[config.mk]
export PLATFORM = sky130hd
export DESIGN_NAME = node_load_balancer_core
export DESIGN_NICKNAME = d
export VERILOG_FILES = /design/src/sv/nlb_pkg.sv /design/src/sv/nlb_datapath.sv /design/src/sv/nlb_ctrl.sv /design/src/sv/node_load_balancer_core.sv
export SDC_FILE = /design/constraint.sdc
export NUM_CORES = 2
export LEC_CHECK = 0
export ABC_CLOCK_PERIOD_IN_PS = 12450
export BUFFER_PORTS_ARGS = -buffer_cell sky130_fd_sc_hd__buf_2
export CORE_MARGIN = 4
export CORE_UTILIZATION = 30
export DETAILED_ROUTE_END_ITERATION = 8
export PLACE_DENSITY = 0.48
export SLEW_MARGIN = 20
export SYNTH_ARGS = -nofsm -noshare
export SYNTH_HDL_FRONTEND = slang
export SYNTH_SLANG_ARGS = --single-unit
[constraint.sdc]
create_clock -name clk -period 12.45 [get_ports clk]
set_input_delay 0.6225 -clock clk [delete_from_list [all_inputs] [get_ports clk]]
set_output_delay 0.6225 -clock clk [all_outputs]
set_load 0.01 [all_outputs]
[src/sv/nlb_pkg.sv]
package nlb_pkg;

    localparam int OPCODE_W   = 3;
    localparam int INDEX_W    = 4;
    localparam int WEIGHT_W   = 16;
    localparam int TASK_W     = 8;
    localparam int DISP_W     = 24;
    localparam int AGE_W      = 16;
    localparam int TOTAL_W    = 32;
    localparam int STRAT_W    = 2;
    localparam int CFG_ADDR_W = 1;
    localparam int CFG_DATA_W = 16;

    localparam logic [OPCODE_W-1:0] OP_DISPATCH   = 3'd0;
    localparam logic [OPCODE_W-1:0] OP_TICK       = 3'd1;
    localparam logic [OPCODE_W-1:0] OP_REGISTER   = 3'd2;
    localparam logic [OPCODE_W-1:0] OP_UNREGISTER = 3'd3;
    localparam logic [OPCODE_W-1:0] OP_SET_HEALTH = 3'd4;
    localparam logic [OPCODE_W-1:0] OP_QUERY      = 3'd5;
    localparam logic [OPCODE_W-1:0] OP_SPARE_A    = 3'd6;
    localparam logic [OPCODE_W-1:0] OP_SPARE_B    = 3'd7;

    localparam logic [STRAT_W-1:0] STRAT_RR       = 2'd0;
    localparam logic [STRAT_W-1:0] STRAT_LEAST    = 2'd1;
    localparam logic [STRAT_W-1:0] STRAT_WEIGHT   = 2'd2;
    localparam logic [STRAT_W-1:0] STRAT_RESERVED = 2'd3;

    localparam logic [CFG_ADDR_W-1:0] CFG_STRATEGY = 1'b0;
    localparam logic [CFG_ADDR_W-1:0] CFG_TIMEOUT  = 1'b1;

    typedef struct packed {
        logic [TASK_W-1:0]   task_kind;
        logic                health_flag;
        logic [WEIGHT_W-1:0] node_weight;
        logic [INDEX_W-1:0]  node_index;
        logic [OPCODE_W-1:0] opcode;
    } item_t;

    // controller -> datapath
    typedef struct packed {
        logic load;      // capture item, start work
        logic clear;     // reset scan
        logic scan;      // one slot per cycle
        logic modulo;    // one restoring-division step
        logic commit;    // apply update, build result
    } nlb_cmd_t;

    // datapath -> controller
    typedef struct packed {
        logic scan_last;
        logic mod_last;
        logic needs_scan;
        logic needs_mod;
    } nlb_sts_t;

endpackage

[src/sv/nlb_datapath.sv]
module nlb_datapath
    import nlb_pkg::*;
#(
    parameter int NODE_SLOTS = 16
)
(
    input  logic                  clk,
    input  logic                  rst_n,
    input  logic                  cfg_we,
    input  logic [CFG_ADDR_W-1:0] cfg_addr,
    input  logic [CFG_DATA_W-1:0] cfg_data,
    input  item_t                 item,
    input  nlb_cmd_t              cmd,
    output nlb_sts_t              sts,
    output logic [119:0]          result
);

    localparam int SW = $clog2(NODE_SLOTS);
    localparam int CW = $clog2(NODE_SLOTS + 1);

    logic [STRAT_W-1:0]  strategy_reg;
    logic [AGE_W-1:0]    timeout_reg;
    item_t               item_reg;

    logic [NODE_SLOTS-1:0] present_reg, healthy_reg;
    logic [WEIGHT_W-1:0] weight_mem [NODE_SLOTS];
    logic [DISP_W-1:0]   disp_mem   [NODE_SLOTS];
    logic [AGE_W-1:0]    age_mem    [NODE_SLOTS];

    logic [TOTAL_W-1:0]  rr_reg, req_reg, fail_reg;
    logic [SW-1:0]       scan_reg;
    logic [CW-1:0]       hcnt_reg;      // healthy count during scan
    logic [CW-1:0]       seen_reg;
    logic                found_reg;
    logic [SW-1:0]       best_reg;
    logic [DISP_W-1:0]   best_disp_reg;
    logic [WEIGHT_W-1:0] best_wt_reg;
    logic                rr_found_reg;
    logic [SW-1:0]       rr_sel_reg;
    logic [CW-1:0]       rem_reg;       // remainder of rr_pointer mod healthy
    logic [5:0]          mbit_reg;
    logic [119:0]        result_reg;
    logic [119:0]        result_next;

    logic in_range;
    logic usable;
    logic [SW-1:0] idx;

    assign idx      = SW'(item_reg.node_index);
    assign in_range = ({{(32-INDEX_W){1'b0}}, item_reg.node_index} < NODE_SLOTS);
    assign usable   = present_reg[scan_reg] && healthy_reg[scan_reg];

    assign sts.scan_last  = (scan_reg == SW'(NODE_SLOTS - 1));
    assign sts.mod_last   = (mbit_reg == 6'd0);
    assign sts.needs_scan = (item_reg.opcode == OP_DISPATCH) || (item_reg.opcode == OP_TICK);
    assign sts.needs_mod  = (item_reg.opcode == OP_DISPATCH) && (strategy_reg == STRAT_RR)
                            && (hcnt_reg != '0);

    // restoring division step on remainder
    logic [CW:0] trial;
    assign trial = {rem_reg, rr_reg[mbit_reg[4:0]]} - {1'b0, hcnt_reg};

    logic [CW-1:0] hc_now, pc_now;
    always_comb
    begin
        hc_now = '0;
        pc_now = '0;
        for (int i = 0; i < NODE_SLOTS; i++)
        begin
            pc_now = pc_now + CW'(present_reg[i]);
            hc_now = hc_now + CW'(present_reg[i] & healthy_reg[i]);
        end
    end

    logic           disp_ok;
    logic [SW-1:0]  disp_sel;
    always_comb
    begin
        disp_ok  = found_reg;
        disp_sel = best_reg;
        if (strategy_reg == STRAT_RR)
        begin
            disp_ok  = rr_found_reg;
            disp_sel = rr_sel_reg;
        end
    end

    // result fields apart from the counts, taken before the commit lands
    always_comb
    begin
        result_next = '0;
        result_next[0] = 1'b1;
        result_next[72:41] = req_reg;
        result_next[104:73] = fail_reg;
        result_next[112:105] = item_reg.task_kind;
        case (item_reg.opcode)
            OP_DISPATCH:
            begin
                result_next[0] = disp_ok;
                result_next[4:1] = disp_ok ? 4'(disp_sel) : 4'd0;
                if (req_reg != '1)
                    result_next[72:41] = req_reg + 1'b1;
                if (!disp_ok && fail_reg != '1)
                    result_next[104:73] = fail_reg + 1'b1;
            end
            OP_QUERY:
                if (in_range && present_reg[idx])
                begin
                    result_next[5]    = 1'b1;
                    result_next[6]    = healthy_reg[idx];
                    result_next[30:7] = disp_mem[idx];
                end
            default: ;
        endcase
    end

    always_ff @(posedge clk or negedge rst_n)
    begin
        if (!rst_n)
        begin
            strategy_reg <= STRAT_LEAST;
            timeout_reg  <= 16'd30;
            present_reg  <= '0;
            healthy_reg  <= '0;
            rr_reg       <= '0;
            req_reg      <= '0;
            fail_reg     <= '0;
        end
        else
        begin
            if (cfg_we)
            begin
                case (cfg_addr)
                    CFG_STRATEGY: strategy_reg <= cfg_data[STRAT_W-1:0];
                    CFG_TIMEOUT:  timeout_reg  <= cfg_data;
                    default: ;
                endcase
            end
            if (cmd.scan && item_reg.opcode == OP_TICK && present_reg[scan_reg])
            begin
                if (age_mem[scan_reg] != '1 && age_mem[scan_reg] + 1'b1 > timeout_reg)
                    healthy_reg[scan_reg] <= 1'b0;
                else if (age_mem[scan_reg] == '1 && age_mem[scan_reg] > timeout_reg)
                    healthy_reg[scan_reg] <= 1'b0;
            end
            if (cmd.commit)
            begin
                case (item_reg.opcode)
                    OP_DISPATCH:
                    begin
                        if (req_reg != '1)
                            req_reg <= req_reg + 1'b1;
                        if (!disp_ok && fail_reg != '1)
                            fail_reg <= fail_reg + 1'b1;
                        if (strategy_reg == STRAT_RR && hcnt_reg != '0)
                            rr_reg <= rr_reg + 1'b1;
                    end
                    OP_REGISTER:
                        if (in_range)
                        begin
                            present_reg[idx] <= 1'b1;
                            healthy_reg[idx] <= 1'b1;
                        end
                    OP_UNREGISTER:
                        if (in_range)
                        begin
                            present_reg[idx] <= 1'b0;
                            healthy_reg[idx] <= 1'b0;
                        end
                    OP_SET_HEALTH:
                        if (in_range && present_reg[idx])
                            healthy_reg[idx] <= item_reg.health_flag;
                    default: ;
                endcase
            end
        end
    end

    // slot payload, no reset
    always_ff @(posedge clk)
    begin
        if (cmd.scan && item_reg.opcode == OP_TICK && present_reg[scan_reg]
            && age_mem[scan_reg] != '1)
            age_mem[scan_reg] <= age_mem[scan_reg] + 1'b1;
        if (cmd.commit)
        begin
            case (item_reg.opcode)
                OP_DISPATCH:
                    if (disp_ok)
                    begin
                        if (disp_mem[disp_sel] != '1)
                            disp_mem[disp_sel] <= disp_mem[disp_sel] + 1'b1;
                        age_mem[disp_sel] <= '0;
                    end
                OP_REGISTER:
                    if (in_range)
                    begin
                        weight_mem[idx] <= item_reg.node_weight;
                        disp_mem[idx]   <= '0;
                        age_mem[idx]    <= '0;
                    end
                OP_SET_HEALTH:
                    if (in_range && present_reg[idx])
                        age_mem[idx] <= '0;
                default: ;
            endcase
        end
    end

    // item capture, scan, modulo and result
    always_ff @(posedge clk)
    begin
        if (cmd.load)
            item_reg <= item;
        if (cmd.clear)
        begin
            scan_reg     <= '0;
            hcnt_reg     <= hc_now;
            seen_reg     <= '0;
            found_reg    <= 1'b0;
            rr_found_reg <= 1'b0;
            best_reg     <= '0;
            best_disp_reg<= '0;
            best_wt_reg  <= '0;
            rr_sel_reg   <= '0;
            rem_reg      <= '0;
            mbit_reg     <= 6'd31;
        end
        if (cmd.modulo)
        begin
            if (!trial[CW])
                rem_reg <= trial[CW-1:0];
            else
                rem_reg <= {rem_reg[CW-2:0], rr_reg[mbit_reg[4:0]]};
            mbit_reg <= mbit_reg - 1'b1;
        end
        if (cmd.scan)
        begin
            scan_reg <= scan_reg + 1'b1;
            if (usable)
            begin
                seen_reg <= seen_reg + 1'b1;
                if (seen_reg == rem_reg && !rr_found_reg)
                begin
                    rr_found_reg <= 1'b1;
                    rr_sel_reg   <= scan_reg;
                end
                if (strategy_reg == STRAT_WEIGHT)
                begin
                    if (!found_reg || weight_mem[scan_reg] > best_wt_reg)
                    begin
                        best_reg <= scan_reg;
                        if (weight_mem[scan_reg] > best_wt_reg)
                            best_wt_reg <= weight_mem[scan_reg];
                    end
                end
                else if (!found_reg || disp_mem[scan_reg] < best_disp_reg)
                begin
                    best_reg      <= scan_reg;
                    best_disp_reg <= disp_mem[scan_reg];
                end
                found_reg <= 1'b1;
            end
        end
        if (cmd.commit)
            result_reg <= result_next;
    end

    // counts are taken after the commit lands
    always_comb
    begin
        result = result_reg;
        result[35:31] = 5'(pc_now);
        result[40:36] = 5'(hc_now);
    end

endmodule

[src/sv/nlb_ctrl.sv]
module nlb_ctrl
    import nlb_pkg::*;
(
    input  logic     clk,
    input  logic     rst_n,
    input  logic     in_fire,
    input  logic     out_fire,
    input  nlb_sts_t sts,
    output nlb_cmd_t cmd,
    output logic     busy,
    output logic     out_valid
);

    typedef enum logic [5:0] {
        S_IDLE   = 6'b000001,
        S_CLEAR  = 6'b000010,
        S_MOD    = 6'b000100,
        S_SCAN   = 6'b001000,
        S_COMMIT = 6'b010000,
        S_OUT    = 6'b100000
    } state_t;

    state_t state_reg, state_next;

    always_comb
    begin
        state_next = state_reg;
        cmd = '0;
        case (state_reg)
            S_IDLE:
                if (in_fire)
                begin
                    cmd.load = 1'b1;
                    state_next = S_CLEAR;
                end
            S_CLEAR:
            begin
                cmd.clear = 1'b1;
                state_next = S_MOD;
            end
            S_MOD:
                if (!sts.needs_mod)
                    state_next = sts.needs_scan ? S_SCAN : S_COMMIT;
                else
                begin
                    cmd.modulo = 1'b1;
                    if (sts.mod_last)
                        state_next = S_SCAN;
                end
            S_SCAN:
            begin
                cmd.scan = 1'b1;
                if (sts.scan_last)
                    state_next = S_COMMIT;
            end
            S_COMMIT:
            begin
                cmd.commit = 1'b1;
                state_next = S_OUT;
            end
            S_OUT:
                if (out_fire)
                    state_next = S_IDLE;
            default: state_next = S_IDLE;
        endcase
    end

    always_ff @(posedge clk or negedge rst_n)
    begin
        if (!rst_n)
            state_reg <= S_IDLE;
        else
            state_reg <= state_next;
    end

    assign busy      = (state_reg != S_IDLE);
    assign out_valid = (state_reg == S_OUT);

    a_onehot: assert property (@(posedge clk) disable iff (!rst_n) $onehot(state_reg))
        else $error("state not one-hot");
    a_commit_out: assert property (@(posedge clk) disable iff (!rst_n)
        cmd.commit |=> out_valid) else $error("commit not followed by result");
    a_hold: assert property (@(posedge clk) disable iff (!rst_n)
        (out_valid && !out_fire) |=> out_valid) else $error("result dropped");
    a_load: assert property (@(posedge clk) disable iff (!rst_n)
        cmd.load |=> cmd.clear) else $error("load without clear");

endmodule

[src/sv/node_load_balancer_core.sv]
// Tick and dispatch: clear, 16-slot scan, commit, result; other opcodes skip the scan.
// Round-robin dispatch with a healthy node runs a 32-step remainder before the scan.
// One item at a time; the next is accepted in the cycle after the result transfer.
// Reset (rst_n, async low): slots empty, totals and pointer zero, strategy 1, timeout 30.
module node_load_balancer_core
    import nlb_pkg::*;
#(
    parameter int NODE_SLOTS = 16
)
(
    input  logic                  clk,
    input  logic                  rst_n,
    input  logic                  s_axis_tvalid,
    output logic                  s_axis_tready,
    // opcode, node_index, node_weight, health_flag, task kind
    input  logic [31:0]           s_axis_tdata,
    output logic                  m_axis_tvalid,
    input  logic                  m_axis_tready,
    // success, selected_node, node_present, node_healthy, node_dispatches,
    // node_count, healthy_count, request total, failure total, task echo, zero pad
    output logic [119:0]          m_axis_tdata,
    input  logic                  cfg_we,
    input  logic [CFG_ADDR_W-1:0] cfg_addr,
    input  logic [CFG_DATA_W-1:0] cfg_data
);

    nlb_cmd_t cmd;
    nlb_sts_t sts;
    logic     busy;
    item_t    item;

    assign item = s_axis_tdata;
    assign s_axis_tready = !busy;

    nlb_ctrl u_ctrl (
        .clk       (clk),
        .rst_n     (rst_n),
        .in_fire   (s_axis_tvalid && s_axis_tready),
        .out_fire  (m_axis_tvalid && m_axis_tready),
        .sts       (sts),
        .cmd       (cmd),
        .busy      (busy),
        .out_valid (m_axis_tvalid)
    );

    nlb_datapath #(.NODE_SLOTS(NODE_SLOTS)) u_dp (
        .clk      (clk),
        .rst_n    (rst_n),
        .cfg_we   (cfg_we),
        .cfg_addr (cfg_addr),
        .cfg_data (cfg_data),
        .item     (item),
        .cmd      (cmd),
        .sts      (sts),
        .result   (m_axis_tdata)
    );

endmodule

==> flow_summary.ini <==
[power]
pwr_density_cell_mw_per_mm2 = 172.3
worst_supply_voltage_drop_on_vdd_mv = 0.1020
power.total_w = 0.01194
p_leak_nw = 23.29

[clock_tree]
post_cts.resized_instances = 0
htree_levels = 4
tritoncts = done
clk_path_buf_depth = 3
cts.reportedPaths.clkPinSlew_ns = 0.06
cts-buffers-inserted = 148
worstSkewPairLatency_ns = 0.78
cts_sinks = 1262
clock-root-buffer = sky130_fd_sc_hd__clkbuf_16
post_cts.repair.setup_buffers = 0

[die]
number_of_standard_cell_rows_in_the_floorplan = 164
initial_utilization = 0.3015
floorplan.core_area_mm2 = 0.1999
full_die_area_mm2 = 0.2081
ioPinCount = 176
floorplan.die.width_um = 456.2
chipHeight_um = 456.2

[flow_run]
max_cap_violations = 0

[finish]
area_taken_by_multi_input_logic_gates_mm2 = 0.02224
seqCellArea_mm2 = 0.03657
top_register_by_number_of_flip_flops = u_dp.disp_mem
largestRegisters = u_dp.disp_mem (384), u_dp.age_mem (256), u_dp.weight_mem (256)
number_of_nets_in_the_finished_design = 4211
largest_reg_flops = 384
area_grow_syn2layout_pct = 14.94
number_of_fill_cells = 19150
share_of_layout_cells_above_drive_strength_1 = 0.2468

[timing]
setup-violations-final = 0
post-route-worst-setup-slack_ns = 6.209
setup-tns-final_ns = 0
hold_viol = 0
timing.clock.skew_ns = 0.03472
finalCritPeriodShare = 0.5013
finalCriticalPeriod_ns = 6.241
worst-slew-pin-transition_ns = 1.235
max_clk_rate_ghz = 0.1602
grt_setup_unrepaired = no
timing.slew.headroom = 0.1556
maxSlewViolCount = 0

[placement]
pre_cts_ws_ns = 6.240
gp_congestion = 0.8055
place.port_buffers = 168
post-dp-hpwl_um = 105100

[detailed_routing]
num_vias = 35360
detail_route.iter0.violations = 2851
detail_route.wirelength_um = 175300
drt.antenna.violating_nets = 0
drc_errors = 0
detail_route.wl_per_cell_um = 25.74
drt-vias-per-instance = 5.192
first_pass_iteration_count_of_the_detailed_router = 7

[yosys]
synth_edf_count = 1051
post_synthesis_async_set_or_reset_flop_share = 0.1204
synth_top_flop_cell = sky130_fd_sc_hd__edfxtp_1
yosysWarningCount = 0
syn_area_per_cell_um2 = 15.81
syn_inst = 3812
synth_cell_types = 83
register_bit_count_reported_by_yosys = 1262
ys_seq_area_frac = 0.6065
synthesis.area_mm2 = 0.06027

[status]
status = finished clean

[global_routing]
first_global_vias = 36180
globalRouteTotalUtil = 0.1655
globalRouteMet3Util = 0.02554
grt_pass1_wl_um = 256500
grt.met2_usage = 0.2768
number_of_antenna_violations_at_the_first_check_in_global_routing = 7
grt-busiest-layer = met2
grt.overflow.total = 0
grt_max_degree = 125
met1_usage = 0.2237

[critical_path]
cp.required_ns = 13.14
crit_buf_inv = 2
max_stage_delay_ns = 1.07
endpoint_arrival_time_on_the_critical_path_ns = 6.94
end_kind = flip-flop
crit_path_start_kind = flip-flop
crit_path_top_delay_cell = sky130_fd_sc_hd__a2111oi_0
crit_chain = buf_12 -> mux4_2 -> mux4_2 -> ha_1 -> a21o_1 -> a21o_1 -> a2111oi_0 -> nor4_1 -> a211oi_2 -> nor2_1 -> nor3b_2 -> buf_4 -> mux2i_1
criticalPathCategory = flip-flop to flip-flop
timing.critical_path.max_delay_family = compound AO/OA/AOI/OAI gates
worstPathMaxFanout = 97

[worst_hold_path]
hold_path.class = primary input to flip-flop
-- repair_timing --
item | CTS | global route
setup endpoints to repair | 0 | 0
hold buffers | 25 | 0
endpoints found under the hold margin | 61 | 0
-- synthesized netlist by cell type (7+ instances only) --
cell | instances | area (um^2)
sky130_fd_sc_hd__dfrtp_1 | 146 | 3654
sky130_fd_sc_hd__nand3b_1 | 7 | 52.55
sky130_fd_sc_hd__a21o_1 | 23 | 172.7
sky130_fd_sc_hd__a31oi_1 | 11 | 68.82
sky130_fd_sc_hd__or2_2 | 8 | 50.05
sky130_fd_sc_hd__fa_1 | 21 | 420.4
sky130_fd_sc_hd__a22oi_1 | 13 | 97.59
sky130_fd_sc_hd__xor2_1 | 72 | 630.6
sky130_fd_sc_hd__ha_1 | 98 | 1226
sky130_fd_sc_hd__nand3_1 | 86 | 430.4
sky130_fd_sc_hd__a31o_1 | 12 | 105.1
sky130_fd_sc_hd__mux2_2 | 27 | 304.0
sky130_fd_sc_hd__buf_6 | 16 | 180.2
sky130_fd_sc_hd__nor2b_1 | 37 | 231.5
sky130_fd_sc_hd__nor3b_1 | 8 | 60.06
sky130_fd_sc_hd__nor3_1 | 30 | 150.1
sky130_fd_sc_hd__edfxtp_1 | 1051 | 31560
sky130_fd_sc_hd__a211oi_1 | 10 | 75.07
sky130_fd_sc_hd__dfxtp_1 | 59 | 1181
sky130_fd_sc_hd__xnor2_1 | 125 | 1095
sky130_fd_sc_hd__a31o_2 | 9 | 78.83
sky130_fd_sc_hd__inv_1 | 143 | 536.8
sky130_fd_sc_hd__o21a_1 | 11 | 82.58
sky130_fd_sc_hd__o21ai_0 | 80 | 400.4
sky130_fd_sc_hd__a21oi_1 | 42 | 210.2
sky130_fd_sc_hd__nand4_1 | 48 | 300.3
sky130_fd_sc_hd__nor2_1 | 182 | 683.2
sky130_fd_sc_hd__nand2b_1 | 14 | 87.58
sky130_fd_sc_hd__clkbuf_1 | 111 | 416.7
sky130_fd_sc_hd__mux4_2 | 420 | 9459
sky130_fd_sc_hd__buf_1 | 25 | 93.84
sky130_fd_sc_hd__o31ai_1 | 17 | 127.6
sky130_fd_sc_hd__and2_1 | 40 | 250.2
sky130_fd_sc_hd__o22ai_1 | 102 | 638.1
sky130_fd_sc_hd__and4_1 | 7 | 61.31
sky130_fd_sc_hd__mux2i_1 | 231 | 2312
sky130_fd_sc_hd__or4_1 | 18 | 135.1
sky130_fd_sc_hd__buf_2 | 38 | 190.2
sky130_fd_sc_hd__and3_1 | 67 | 419.2
sky130_fd_sc_hd__nor4_1 | 8 | 50.05
sky130_fd_sc_hd__buf_4 | 16 | 120.1
sky130_fd_sc_hd__nand2_1 | 235 | 882.1
-- where the power goes --
group	switching [W]	internal, W	total, W	leakage [nW]
Sequential	0.000162	0.00493	0.00509	12.0
Clock	0.00179	0.00252	0.00431	2.33
Combinational	0.00146	0.00107	0.00253	8.99
-- kinds of logic (layout without fill, tap and decap cells) --
kind of cell             count (synthesis)  count (layout)  share of synthesized area
AO/OA/AOI/OAI                          366             366                    0.03914
XOR/XNOR                               197             197                    0.02863
adder cells (fa/ha/maj)                119             119                    0.02732
buffers and inverters                  355             691                    0.02743
flip-flops                            1262            1262                     0.6065
multiplexers                           678             678                     0.2004
other                                    1               8                 0.00006222
AND/OR/NAND/NOR                        834             834                    0.07055
-- through the flow --
stage | std cells | hold WS, ns | utilization | cell area [um^2]
6_report | 6811 | 0.05203 | 0.3466 | 69270
3_5_place_dp | 6519 | 0.4062 | 0.3213 | 64210
2_1_floorplan | 3818 | 0.3269 | - | 60290
3_3_place_gp | 6519 | 0.4009 | 0.3212 | 64190
5_1_grt | 6810 | 0.02050 | 0.3466 | 69270
4_1_cts | 6810 | 0.0002827 | 0.3465 | 69250
-- cell usage in the layout (no fill, tap or decap), types with 67 or more instances in the layout --
master / netlist / layout
sky130_fd_sc_hd__mux2i_1: 231 / 229
sky130_fd_sc_hd__o22ai_1: 102 / 102
sky130_fd_sc_hd__nand2_1: 235 / 233
sky130_fd_sc_hd__mux4_2: 420 / 420
sky130_fd_sc_hd__nand3_1: 86 / 86
sky130_fd_sc_hd__buf_2: 38 / 167
sky130_fd_sc_hd__nor2_1: 182 / 145
sky130_fd_sc_hd__and3_1: 67 / 67
sky130_fd_sc_hd__inv_1: 143 / 142
sky130_fd_sc_hd__dfrtp_1: 146 / 146
sky130_fd_sc_hd__ha_1: 98 / 98
sky130_fd_sc_hd__buf_4: 16 / 86
sky130_fd_sc_hd__xnor2_1: 125 / 125
sky130_fd_sc_hd__clkbuf_16: 0 / 148
sky130_fd_sc_hd__o21ai_0: 80 / 80
sky130_fd_sc_hd__xor2_1: 72 / 72
sky130_fd_sc_hd__edfxtp_1: 1051 / 1051
-- final cells by class --
cell class | instances | share of cell area
flip-flops and latches | 1262 | 0.5279
multi-input cells | 2201 | 0.3211
clock buffers | 189 | 0.05641
well taps | 2656 | 0.04798
repair buffers | 282 | 0.02603
clock inverters | 77 | 0.01272
inverters | 143 | 0.007821
diodes | 1 | 0.00003613
-- routing by layer --
| metal | up-vias | routed length [um] |
|---|---|---|
| met1 | 18620 | 76340 |
| met2 | 1026 | 85710 |
| met5 | - | 0 |
| li1 | 15430 | - |
| met4 | 0 | 4581 |
| met3 | 280 | 8692 |
-- worst paths after layout --
check	from	end	slack, ns	cells past startpoint
hold / removal	s_axis_tdata[14]	u_dp.item_reg[14]$_DFFE_PP_	0.05	1
setup reg to reg	flip-flop	u_dp.best_disp_reg[10]$_DFF_P_	6.21	13
hold reg to reg	u_dp.item_reg[31]$_DFFE_PP_	u_dp.result_reg[112]$_DFFE_PN_	0.42	0
min in group asynchronous	rst_n	u_dp.rr_reg[4]$_DFFE_PN0P_	0.33	2
max in group asynchronous	rst_n	u_dp.timeout_reg[13]$_DFFE_PN0P_	10.18	4
setup / recovery	flip-flop	u_dp.best_disp_reg[10]$_DFF_P_	6.21	13
-- worst register-to-register path, cell delays in order (launching register included) --
cell,delay [ns]
sky130_fd_sc_hd__dfxtp_4,0.85
sky130_fd_sc_hd__buf_12,0.68
sky130_fd_sc_hd__mux4_2,0.92
sky130_fd_sc_hd__mux4_2,0.50
sky130_fd_sc_hd__ha_1,0.31
sky130_fd_sc_hd__a21o_1,0.16
sky130_fd_sc_hd__a21o_1,0.17
sky130_fd_sc_hd__a2111oi_0,1.07
sky130_fd_sc_hd__nor4_1,0.16
sky130_fd_sc_hd__a211oi_2,0.40
sky130_fd_sc_hd__nor2_1,0.09
sky130_fd_sc_hd__nor3b_2,0.16
sky130_fd_sc_hd__buf_4,0.44
sky130_fd_sc_hd__mux2i_1,0.27
(Power assumes the default switching activity.)
